File: config.mk
export PLATFORM = sky130hd
export DESIGN_NAME = two_level_priority_tx_queue_flat
export DESIGN_NICKNAME = d
export VERILOG_FILES = /design/src/sv/tpq_pkg.sv /design/src/sv/tpq_if.sv /design/src/sv/tpq_cell.sv /design/src/sv/tpq_chain.sv /design/src/sv/two_level_priority_tx_queue.sv /design/src/flat_wrapper.sv
export SDC_FILE = /design/constraint.sdc
export NUM_CORES = 2
export LEC_CHECK = 0
export BUFFER_PORTS_ARGS = -buffer_cell sky130_fd_sc_hd__buf_2
export CAP_MARGIN = 20
export CORE_UTILIZATION = 50
export DETAILED_ROUTE_END_ITERATION = 6
export PLACE_DENSITY_LB_ADDON = 0.25
export SLEW_MARGIN = 15
export SYNTH_ARGS = -nofsm -noshare
export SYNTH_HDL_FRONTEND = slang
export SYNTH_SLANG_ARGS = --single-unit
File: constraint.sdc
create_clock -name clk -period 7.5 [get_ports clk]
set_input_delay 1.875 -clock clk [delete_from_list [all_inputs] [get_ports clk]]
set_output_delay 1.875 -clock clk [all_outputs]
set_load 0.005 [all_outputs]
File: src/sv/tpq_pkg.sv
// ----------------------------------------------------------------------------
// tpq_pkg
// Shared codes and types for the two-level priority transmit queue.
// ----------------------------------------------------------------------------
package tpq_pkg;

  localparam int OP_BITS     = 2;
  localparam int STATUS_BITS = 2;

  localparam logic [OP_BITS-1:0] OP_PUSH   = 2'd0;
  localparam logic [OP_BITS-1:0] OP_POP    = 2'd1;
  localparam logic [OP_BITS-1:0] OP_CANCEL = 2'd2;

  localparam logic [STATUS_BITS-1:0] ST_OK    = 2'd0;
  localparam logic [STATUS_BITS-1:0] ST_FULL  = 2'd1;
  localparam logic [STATUS_BITS-1:0] ST_EMPTY = 2'd2;

  typedef enum logic [0:0] {
    S_IDLE,
    S_CANCEL
  } tpq_state_t;

  // per-level command to every cell of a chain
  typedef struct packed {
    logic shift;  // advance every entry one place towards the head
    logic ins;    // write the insert data into the first free place
  } tpq_cell_ctl_t;

endpackage

File: src/sv/tpq_if.sv
// ----------------------------------------------------------------------------
// tpq_in_if / tpq_out_if
// Valid/ready channels for queue requests and queue results.
// ----------------------------------------------------------------------------
interface tpq_in_if import tpq_pkg::*; #(
  parameter int TAG_BITS     = 8,
  parameter int PAYLOAD_BITS = 32
);
  logic                    valid;
  logic                    ready;
  logic [OP_BITS-1:0]      op;
  logic                    level;
  logic                    max_level;
  logic [TAG_BITS-1:0]     tag;
  logic [PAYLOAD_BITS-1:0] payload;

  modport source (output valid, op, level, max_level, tag, payload, input ready);
  modport sink   (input valid, op, level, max_level, tag, payload, output ready);
endinterface

interface tpq_out_if import tpq_pkg::*; #(
  parameter int TAG_BITS     = 8,
  parameter int PAYLOAD_BITS = 32,
  parameter int COUNT_BITS   = 6
);
  logic                    valid;
  logic                    ready;
  logic [STATUS_BITS-1:0]  status;
  logic [TAG_BITS-1:0]     out_tag;
  logic [PAYLOAD_BITS-1:0] out_payload;
  logic [COUNT_BITS-1:0]   removed_count;
  logic                    all_empty;
  logic                    tx_notify;

  modport source (output valid, status, out_tag, out_payload, removed_count,
                  all_empty, tx_notify, input ready);
  modport sink   (input valid, status, out_tag, out_payload, removed_count,
                  all_empty, tx_notify, output ready);
endinterface

File: src/sv/tpq_cell.sv
// ----------------------------------------------------------------------------
// tpq_cell
// One place of a queue chain: holds a valid flag, a tag and a payload.
// ----------------------------------------------------------------------------
module tpq_cell import tpq_pkg::*; #(
  parameter int TAG_BITS     = 8,
  parameter int PAYLOAD_BITS = 32
) (
  input  logic                    clk,
  input  logic                    rst_n,
  input  tpq_cell_ctl_t           ctl,
  input  logic [TAG_BITS-1:0]     ins_tag,
  input  logic [PAYLOAD_BITS-1:0] ins_payload,
  input  logic                    prev_valid,
  input  logic                    next_valid,
  input  logic [TAG_BITS-1:0]     next_tag,
  input  logic [PAYLOAD_BITS-1:0] next_payload,
  output logic                    valid,
  output logic [TAG_BITS-1:0]     tag,
  output logic [PAYLOAD_BITS-1:0] payload
);

  logic                    valid_r, valid_nxt;
  logic [TAG_BITS-1:0]     tag_r, tag_nxt;
  logic [PAYLOAD_BITS-1:0] payload_r, payload_nxt;
  logic                    ins_here;

  always_comb begin
    // first free place after this cycle's shift, if any
    if (ctl.shift) begin
      ins_here = ctl.ins && valid_r && !next_valid;
    end else begin
      ins_here = ctl.ins && !valid_r && prev_valid;
    end
    valid_nxt   = ctl.shift ? next_valid : valid_r;
    tag_nxt     = ctl.shift ? next_tag : tag_r;
    payload_nxt = ctl.shift ? next_payload : payload_r;
    if (ins_here) begin
      valid_nxt   = 1'b1;
      tag_nxt     = ins_tag;
      payload_nxt = ins_payload;
    end
  end

  always_ff @(posedge clk) begin
    if (!rst_n) begin
      valid_r <= 1'b0;
    end else begin
      valid_r <= valid_nxt;
    end
  end

  always_ff @(posedge clk) begin
    tag_r     <= tag_nxt;
    payload_r <= payload_nxt;
  end

  assign valid   = valid_r;
  assign tag     = tag_r;
  assign payload = payload_r;

endmodule

File: src/sv/tpq_chain.sv
// ----------------------------------------------------------------------------
// tpq_chain
// Row of queue cells for one level, oldest entry in the head cell.
// ----------------------------------------------------------------------------
module tpq_chain import tpq_pkg::*; #(
  parameter int LEVEL_DEPTH  = 16,
  parameter int TAG_BITS     = 8,
  parameter int PAYLOAD_BITS = 32
) (
  input  logic                    clk,
  input  logic                    rst_n,
  input  tpq_cell_ctl_t           ctl,
  input  logic [TAG_BITS-1:0]     ins_tag,
  input  logic [PAYLOAD_BITS-1:0] ins_payload,
  output logic [TAG_BITS-1:0]     head_tag,
  output logic [PAYLOAD_BITS-1:0] head_payload
);

  // one extra place on each side: a full slot before the head, empty after the tail
  logic                    v   [LEVEL_DEPTH+2];
  logic [TAG_BITS-1:0]     t   [LEVEL_DEPTH+2];
  logic [PAYLOAD_BITS-1:0] p   [LEVEL_DEPTH+2];

  assign v[0]             = 1'b1;
  assign t[0]             = '0;
  assign p[0]             = '0;
  assign v[LEVEL_DEPTH+1] = 1'b0;
  assign t[LEVEL_DEPTH+1] = '0;
  assign p[LEVEL_DEPTH+1] = '0;

  for (genvar i = 1; i <= LEVEL_DEPTH; i++) begin : g_cell
    tpq_cell #(
      .TAG_BITS     (TAG_BITS),
      .PAYLOAD_BITS (PAYLOAD_BITS)
    ) u_cell (
      .clk          (clk),
      .rst_n        (rst_n),
      .ctl          (ctl),
      .ins_tag      (ins_tag),
      .ins_payload  (ins_payload),
      .prev_valid   (v[i-1]),
      .next_valid   (v[i+1]),
      .next_tag     (t[i+1]),
      .next_payload (p[i+1]),
      .valid        (v[i]),
      .tag          (t[i]),
      .payload      (p[i])
    );
  end

  assign head_tag     = t[1];
  assign head_payload = p[1];

endmodule

File: src/sv/two_level_priority_tx_queue.sv
// ----------------------------------------------------------------------------
// two_level_priority_tx_queue
// Strict-priority transmit queue with two levels, built as cell chains.
// ----------------------------------------------------------------------------
// Two FIFO frame queues of LEVEL_DEPTH entries each; level 0 is the urgent
// level. Each request gives exactly one result transaction. A push or a pop
// has its result in the output register in the cycle after it is taken; a
// new push or pop may follow in every cycle while the output is taken. A
// cancel runs every entry of both levels once past the head of its chain,
// in parallel for both levels, re-queueing those whose tag does not match:
// it keeps the block busy until the longer of the two chains is swept.
// There is no clearing pass after reset.
// ----------------------------------------------------------------------------
module two_level_priority_tx_queue import tpq_pkg::*; #(
  parameter int LEVEL_DEPTH  = 16,
  parameter int TAG_BITS     = 8,
  parameter int PAYLOAD_BITS = 32
) (
  input  logic      clk,
  input  logic      rst_n,
  tpq_in_if.sink    in_ch,
  tpq_out_if.source out_ch
);

  localparam int CW = $clog2(LEVEL_DEPTH + 1);      // one level's count
  localparam int RW = $clog2(2 * LEVEL_DEPTH + 1);  // frames removed by a cancel

  tpq_state_t state_r, state_nxt;

  logic [CW-1:0]       count_r [2];
  logic [CW-1:0]       count_nxt [2];
  logic [CW-1:0]       snap_r [2];
  logic [CW-1:0]       snap_nxt [2];
  logic [CW-1:0]       iter_r, iter_nxt;
  logic [CW-1:0]       limit_r, limit_nxt;
  logic [TAG_BITS-1:0] ctag_r, ctag_nxt;
  logic [RW-1:0]       racc_r, racc_nxt;

  // output register
  logic                    ovalid_r, ovalid_nxt;
  logic [STATUS_BITS-1:0]  ostatus_r, ostatus_nxt;
  logic [TAG_BITS-1:0]     otag_r, otag_nxt;
  logic [PAYLOAD_BITS-1:0] opay_r, opay_nxt;
  logic [RW-1:0]           orem_r, orem_nxt;
  logic                    oempty_r, oempty_nxt;
  logic                    onotify_r, onotify_nxt;

  tpq_cell_ctl_t           ctl [2];
  logic [TAG_BITS-1:0]     ins_tag [2];
  logic [PAYLOAD_BITS-1:0] ins_pay [2];
  logic [TAG_BITS-1:0]     head_tag [2];
  logic [PAYLOAD_BITS-1:0] head_pay [2];

  logic accept;
  logic load;

  // take a request only when idle and the output register is free by the next edge
  assign in_ch.ready = (state_r == S_IDLE) && (!ovalid_r || out_ch.ready);
  assign accept      = in_ch.valid && in_ch.ready;

  always_comb begin
    state_nxt    = state_r;
    count_nxt[0] = count_r[0];
    count_nxt[1] = count_r[1];
    snap_nxt[0]  = snap_r[0];
    snap_nxt[1]  = snap_r[1];
    iter_nxt     = iter_r;
    limit_nxt    = limit_r;
    ctag_nxt     = ctag_r;
    racc_nxt     = racc_r;
    ctl[0]       = '0;
    ctl[1]       = '0;
    load         = 1'b0;
    ostatus_nxt  = ST_OK;
    otag_nxt     = '0;
    opay_nxt     = '0;
    orem_nxt     = '0;
    onotify_nxt  = 1'b0;
    for (int l = 0; l < 2; l++) begin
      ins_tag[l] = (state_r == S_CANCEL) ? head_tag[l] : in_ch.tag;
      ins_pay[l] = (state_r == S_CANCEL) ? head_pay[l] : in_ch.payload;
    end

    unique case (state_r)
      S_IDLE: begin
        if (accept) begin
          load = 1'b1;
          unique case (in_ch.op)
            OP_PUSH: begin
              if (count_r[in_ch.level] == CW'(LEVEL_DEPTH)) begin
                ostatus_nxt = ST_FULL;
              end else begin
                ctl[in_ch.level].ins = 1'b1;
                count_nxt[in_ch.level] = count_r[in_ch.level] + CW'(1);
                onotify_nxt = 1'b1;
              end
            end
            OP_POP: begin
              priority if (count_r[0] != '0) begin
                ctl[0].shift = 1'b1;
                count_nxt[0] = count_r[0] - CW'(1);
                otag_nxt     = head_tag[0];
                opay_nxt     = head_pay[0];
              end else if (in_ch.max_level && count_r[1] != '0) begin
                ctl[1].shift = 1'b1;
                count_nxt[1] = count_r[1] - CW'(1);
                otag_nxt     = head_tag[1];
                opay_nxt     = head_pay[1];
              end else begin
                ostatus_nxt = ST_EMPTY;
              end
            end
            OP_CANCEL: begin
              // hold the result until both chains have been swept
              load        = 1'b0;
              state_nxt   = S_CANCEL;
              snap_nxt[0] = count_r[0];
              snap_nxt[1] = count_r[1];
              iter_nxt    = '0;
              limit_nxt   = (count_r[0] > count_r[1]) ? count_r[0] : count_r[1];
              ctag_nxt    = in_ch.tag;
              racc_nxt    = '0;
            end
            default: begin
              // unused op: no change, plain result
            end
          endcase
        end
      end
      S_CANCEL: begin
        if (iter_r == limit_r) begin
          load      = 1'b1;
          orem_nxt  = racc_r;
          state_nxt = S_IDLE;
        end else begin
          iter_nxt = iter_r + CW'(1);
          for (int l = 0; l < 2; l++) begin
            // pop the head, requeue it at the tail unless the tag matches
            if (iter_r < snap_r[l]) begin
              ctl[l].shift = 1'b1;
              if (head_tag[l] != ctag_r) begin
                ctl[l].ins = 1'b1;
              end else begin
                count_nxt[l] = count_nxt[l] - CW'(1);
                racc_nxt     = racc_nxt + RW'(1);
              end
            end
          end
        end
      end
      default: begin
        state_nxt = S_IDLE;
      end
    endcase

    oempty_nxt = (count_nxt[0] == '0) && (count_nxt[1] == '0);

    if (load) begin
      ovalid_nxt = 1'b1;
    end else if (out_ch.ready) begin
      ovalid_nxt = 1'b0;
    end else begin
      ovalid_nxt = ovalid_r;
    end
  end

  always_ff @(posedge clk) begin
    if (!rst_n) begin
      state_r    <= S_IDLE;
      count_r[0] <= '0;
      count_r[1] <= '0;
      ovalid_r   <= 1'b0;
    end else begin
      state_r    <= state_nxt;
      count_r[0] <= count_nxt[0];
      count_r[1] <= count_nxt[1];
      ovalid_r   <= ovalid_nxt;
    end
  end

  always_ff @(posedge clk) begin
    snap_r[0] <= snap_nxt[0];
    snap_r[1] <= snap_nxt[1];
    iter_r    <= iter_nxt;
    limit_r   <= limit_nxt;
    ctag_r    <= ctag_nxt;
    racc_r    <= racc_nxt;
    if (load) begin
      ostatus_r <= ostatus_nxt;
      otag_r    <= otag_nxt;
      opay_r    <= opay_nxt;
      orem_r    <= orem_nxt;
      oempty_r  <= oempty_nxt;
      onotify_r <= onotify_nxt;
    end
  end

  // level 0: urgent chain
  tpq_chain #(
    .LEVEL_DEPTH  (LEVEL_DEPTH),
    .TAG_BITS     (TAG_BITS),
    .PAYLOAD_BITS (PAYLOAD_BITS)
  ) u_chain0 (
    .clk          (clk),
    .rst_n        (rst_n),
    .ctl          (ctl[0]),
    .ins_tag      (ins_tag[0]),
    .ins_payload  (ins_pay[0]),
    .head_tag     (head_tag[0]),
    .head_payload (head_pay[0])
  );

  // level 1: normal chain
  tpq_chain #(
    .LEVEL_DEPTH  (LEVEL_DEPTH),
    .TAG_BITS     (TAG_BITS),
    .PAYLOAD_BITS (PAYLOAD_BITS)
  ) u_chain1 (
    .clk          (clk),
    .rst_n        (rst_n),
    .ctl          (ctl[1]),
    .ins_tag      (ins_tag[1]),
    .ins_payload  (ins_pay[1]),
    .head_tag     (head_tag[1]),
    .head_payload (head_pay[1])
  );

  assign out_ch.valid         = ovalid_r;
  assign out_ch.status        = ostatus_r;
  assign out_ch.out_tag       = otag_r;
  assign out_ch.out_payload   = opay_r;
  assign out_ch.removed_count = orem_r;
  assign out_ch.all_empty     = oempty_r;
  assign out_ch.tx_notify     = onotify_r;

endmodule
File: src/flat_wrapper.sv
// flat-port wrapper written by rule: the top's interface ports become plain ports
module two_level_priority_tx_queue_flat import tpq_pkg::*;
#(
  parameter int LEVEL_DEPTH  = 16,
  parameter int TAG_BITS     = 8,
  parameter int PAYLOAD_BITS = 32
)
  (clk, rst_n, in_ch_valid, in_ch_op, in_ch_level, in_ch_max_level, in_ch_tag, in_ch_payload, in_ch_ready, out_ch_valid, out_ch_status, out_ch_out_tag, out_ch_out_payload, out_ch_removed_count, out_ch_all_empty, out_ch_tx_notify, out_ch_ready);
  tpq_in_if #(.TAG_BITS(TAG_BITS), .PAYLOAD_BITS(PAYLOAD_BITS)) in_ch_i ();
  tpq_out_if #(.TAG_BITS(TAG_BITS), .PAYLOAD_BITS(PAYLOAD_BITS)) out_ch_i ();
  input  logic clk;
  input  logic rst_n;
  input wire logic [$bits(in_ch_i.valid)-1:0] in_ch_valid;
  input wire logic [$bits(in_ch_i.op)-1:0] in_ch_op;
  input wire logic [$bits(in_ch_i.level)-1:0] in_ch_level;
  input wire logic [$bits(in_ch_i.max_level)-1:0] in_ch_max_level;
  input wire logic [$bits(in_ch_i.tag)-1:0] in_ch_tag;
  input wire logic [$bits(in_ch_i.payload)-1:0] in_ch_payload;
  output wire logic [$bits(in_ch_i.ready)-1:0] in_ch_ready;
  output wire logic [$bits(out_ch_i.valid)-1:0] out_ch_valid;
  output wire logic [$bits(out_ch_i.status)-1:0] out_ch_status;
  output wire logic [$bits(out_ch_i.out_tag)-1:0] out_ch_out_tag;
  output wire logic [$bits(out_ch_i.out_payload)-1:0] out_ch_out_payload;
  output wire logic [$bits(out_ch_i.removed_count)-1:0] out_ch_removed_count;
  output wire logic [$bits(out_ch_i.all_empty)-1:0] out_ch_all_empty;
  output wire logic [$bits(out_ch_i.tx_notify)-1:0] out_ch_tx_notify;
  input wire logic [$bits(out_ch_i.ready)-1:0] out_ch_ready;
  assign in_ch_i.valid = in_ch_valid;
  assign in_ch_i.op = in_ch_op;
  assign in_ch_i.level = in_ch_level;
  assign in_ch_i.max_level = in_ch_max_level;
  assign in_ch_i.tag = in_ch_tag;
  assign in_ch_i.payload = in_ch_payload;
  assign in_ch_ready = in_ch_i.ready;
  assign out_ch_valid = out_ch_i.valid;
  assign out_ch_status = out_ch_i.status;
  assign out_ch_out_tag = out_ch_i.out_tag;
  assign out_ch_out_payload = out_ch_i.out_payload;
  assign out_ch_removed_count = out_ch_i.removed_count;
  assign out_ch_all_empty = out_ch_i.all_empty;
  assign out_ch_tx_notify = out_ch_i.tx_notify;
  assign out_ch_i.ready = out_ch_ready;
  two_level_priority_tx_queue #(.LEVEL_DEPTH(LEVEL_DEPTH), .TAG_BITS(TAG_BITS), .PAYLOAD_BITS(PAYLOAD_BITS)) u_core (.clk(clk), .rst_n(rst_n), .in_ch(in_ch_i), .out_ch(out_ch_i));
endmodule
==> impl_metrics.csv <==
group,metric,value,unit
run_status,run_status,"finished with violations",
run_status,violated_checks,"DRC",
timing,timing.max_slew.rel_slack,0.274,
worst_setup_path,critical_path.max_stage_delay,830,ps
job,number_of_maximum_capacitance_constraint_violations,0,
yosys,synth.most_common_cell,"sky130_fd_sc_hd__edfxtp_1",
timing,drv_slew,0,
die,initial_core_util,0.503,
place,pre_cts_ws,1580,ps
timing,finalSetupViolations,0,
yosys,syn-instance-count,4352,
die,fp.coreArea,120000,µm²
timing,fmaxAchievable,193,MHz
yosys,synthDominantCellAreaShare,0.679,
worst_setup_path,cp_num_cells,11,
worst_setup_path,reg2reg_to,"u_core.u_chain1.g_cell[1].u_cell.payload[16]",
yosys,netlist_top_cells_count,"sky130_fd_sc_hd__edfxtp_1, sky130_fd_sc_hd__nand2_1, sky130_fd_sc_hd__mux2_1",
clock_network,clkTransAtPathRegs,60,ps
global_routing,number_of_global_route_vias_before_repair,31822,
timing,final.setup_skew,36.2,ps
timing,finalWorstSetupSlack,2320,ps
worst_setup_path,crit_path_capture_type,"flip-flop",
die,ios,100,
worst_setup_path,critical_path_slowest_stage_cell,"sky130_fd_sc_hd__a31oi_4",
worst_setup_path,path_delay_family,"compound AO/OA/AOI/OAI gates",
clock_network,cts_tree,"yes",
timing,grt_setup_unrepaired,"false",
die,floorplan.die_area,122000,µm²
worst_setup_path,critPathKind,"in2reg",
clock_network,cts.repair.resized,0,
yosys,ys_dominant_reg_cell,"sky130_fd_sc_hd__edfxtp_1",
hold_path,hold-path-cell-count,2,
worst_setup_path,critPathMaxFanout,40,
detailed_routing,routed-via-count,33700,
yosys,yosys.cell_types.count,73,
hold_path,hold_path.class,"reg2reg",
detailed_routing,wl,115000,µm
global_routing,gr-total-overflow,0,
worst_setup_path,cpMostUsedCell,"sky130_fd_sc_hd__buf_4",
detailed_routing,ant_nets,0,
power_and_ir_drop,power_leakage,23.3,nW
yosys,synth-warning-count,0,
worst_setup_path,critical_path.startpoint_type,"input port",
timing,post-route-period-util,0.691,
yosys,asyncSetResetFlopFracSynth,0,
die,die_width,349,µm
die,fp.dieH,349,µm
place,place.gp.congestion,0.865,
timing,hold_viol_final,0,
worst_setup_path,crit_path_start,"in_ch_level",
cells_and_area,finish.utilization,0.562,
timing,min_period,5180,ps
worst_setup_path,worstRegToRegCells,10,
detailed_routing,viasPerCell,5.52,
cells_and_area,design.final.nets,4448,
clock_network,cts.sinks,1408,
worst_setup_path,critical_path_required,7970,ps
worst_setup_path,worstPathCellList,"buf_2 > inv_1 > a21boi_0 > ha_1 > a31o_2 > nor2_1 > buf_4 > a31oi_4 > buf_4 > and2b_2 > mux2_1",
place,dpl_cell_area,62800,µm²
cells_and_area,antenna_cells,0,
detailed_routing,route.detailed.drc,9,
clock_network,cts_hold_buf,0,
cells_and_area,fill_cells,9409,
worst_setup_path,regToRegStartpoint,"u_core.count_r[0][0]",
clock_network,insertion_delay,750,ps
place,detailedPlacementHpwl,75900,µm
global_routing,grt_first_pass_wirelength,183000,µm
power_and_ir_drop,power.density,249,nW/µm²
detailed_routing,drt_pre_antenna_iters,7,
worst_setup_path,critical_path_arrival,5650,ps
cells_and_area,drive_gt1_frac,0.115,
die,rows,127,
power_and_ir_drop,vdd_ir_drop_max,0.225,mV
cells_and_area,layout.cell_area.non_filler,67300,µm²
place,io_buffer_count,99,
yosys,netlist_top_cells_area,"sky130_fd_sc_hd__edfxtp_1, sky130_fd_sc_hd__mux2_1, sky130_fd_sc_hd__nand2_1",
yosys,synth_fp_nets,4420,
yosys,ys_seq_area_frac,0.694,
timing,worstMarginPinSlew,1090,ps
yosys,yosys.area.top_type,"sky130_fd_sc_hd__edfxtp_1",
global_routing,groute.usage.overall,0.190,
yosys,post_synthesis_sequential_element_count,1408,
timing,final.setup.tns,0,ps
timing,timing.hold.ws,491,ps
clock_network,cts_made_buffers,147,
cells_and_area,areaGrowthSynthToFinish,11.6,%
worst_setup_path,cp.buffers_inverters,4,
clock_network,htreeDepth,4,
clock_network,clock_tree.buffer_depth,3,
detailed_routing,drt_first_iter_violations,2991,
yosys,post_synth.cell_area_avg,13.9,µm²
worst_setup_path,crit_path_end,"u_core.u_chain1.g_cell[5].u_cell.payload[21]",
global_routing,largest_net_degree_at_the_start_of_global_routing,87,
clock_network,post-cts-setup-buffers,0,
yosys,syn-cell-area,60300,µm²
global_routing,number_of_antenna_violations_at_the_first_check_in_global_routing,4,
detailed_routing,wire_per_inst,18.9,µm
yosys,synth-edff-count,1364,
worst_setup_path,reg2reg_setup_slack,3080,ps
clock_network,root_buffer,"sky130_fd_sc_hd__clkbuf_16",
[cells by family after synthesis]
logic type | Yosys count | synth area share
mux | 618 | 0.115
buf+inv | 360 | 0.0265
compound gates | 932 | 0.0881
flops | 1408 | 0.694
xor+xnor | 42 | 0.00610
fa+ha+maj | 20 | 0.00415
simple gates | 972 | 0.0662
[worst min-delay path: cells and delay by family, from the launching register on]
kind,cells,cell delay [ps]
AND/OR/NAND/NOR,1,70
AO/OA/AOI/OAI,1,50
flip-flops,1,340
[area by class of cell]
cell class                 count  area, µm²  share of cell area
inverter                      25       93.8             0.00139
tap                         1612       2020              0.0300
multi-input combinational   2584      17500               0.260
clock buffer                 194       3920              0.0582
sequential                  1408      41800               0.622
timing repair buffer         214       1460              0.0217
clock inverter                64        467             0.00693
[through the flow]
step           cells  power (mW)
4_1_cts         6098        16.9
6_report        6101        16.8
3_3_place_gp    5832        10.2
3_5_place_dp    5840        10.2
2_1_floorplan   4352        9.87
5_1_grt         6101        17.4
[power by group]
group          internal [mW]  total (mW)  switching [mW]
Clock                   3.73        6.70            2.97
Sequential              9.00        9.12           0.122
Combinational          0.269       0.965           0.695
Total                   13.0        16.8            3.78
[placed cells by master, fill, tap and decap left out, drive strengths merged, types with 25 or more instances in the layout]
cell and n:
a21oi 64, o31ai 41, a22o 38, clkbuf 194, inv 31, xnor2 25, edfxtp 1364, o21ai 672
clkinv 56, nand2b 37, nand2 722, a21boi 42, nor2 125, mux2 603, dfxtp 44, buf 214
[sequential cells by signal, summed over array words and instances (netlist names), 10 cells and up]
name / count
u_core.out_ch.out_payload: 32
u_core.u_chain0.g_cell.u_cell.payload: 512
u_core.u_chain1.g_cell.u_cell.tag: 128
u_core.u_chain1.g_cell.u_cell.valid: 16
u_core.u_chain1.g_cell.u_cell.payload: 512
u_core.snap_r: 10
u_core.u_chain0.g_cell.u_cell.tag: 128
u_core.count_r: 10
u_core.u_chain0.g_cell.u_cell.valid: 16
[routing by layer]
layer	vias up	share of wire	global-route usage
li1	16260	-	-
met1	16454	0.48	0.282
met2	822	0.45	0.287
met3	164	0.052	0.0307
met4	0	0.022	0.0567
met5	-	0	0
[how the worst min path moves through the flow]
stage,start,end
5_1_grt,u_core.u_chain1.g_cell[12].u_cell.payload[10],u_core.u_chain1.g_cell[11].u_cell.payload[10]
2_1_floorplan,u_core.count_r[0][0],u_core.snap_r[0][0]
3_3_place_gp,u_core.u_chain1.g_cell[9].u_cell.valid,u_core.u_chain1.g_cell[10].u_cell.valid
3_5_place_dp,u_core.u_chain1.g_cell[9].u_cell.valid,u_core.u_chain1.g_cell[10].u_cell.valid
6_report,u_core.u_chain1.g_cell[10].u_cell.valid,u_core.u_chain1.g_cell[11].u_cell.valid
4_1_cts,u_core.u_chain1.g_cell[10].u_cell.valid,u_core.u_chain1.g_cell[11].u_cell.valid
Power figures use the tool's default switching activity.
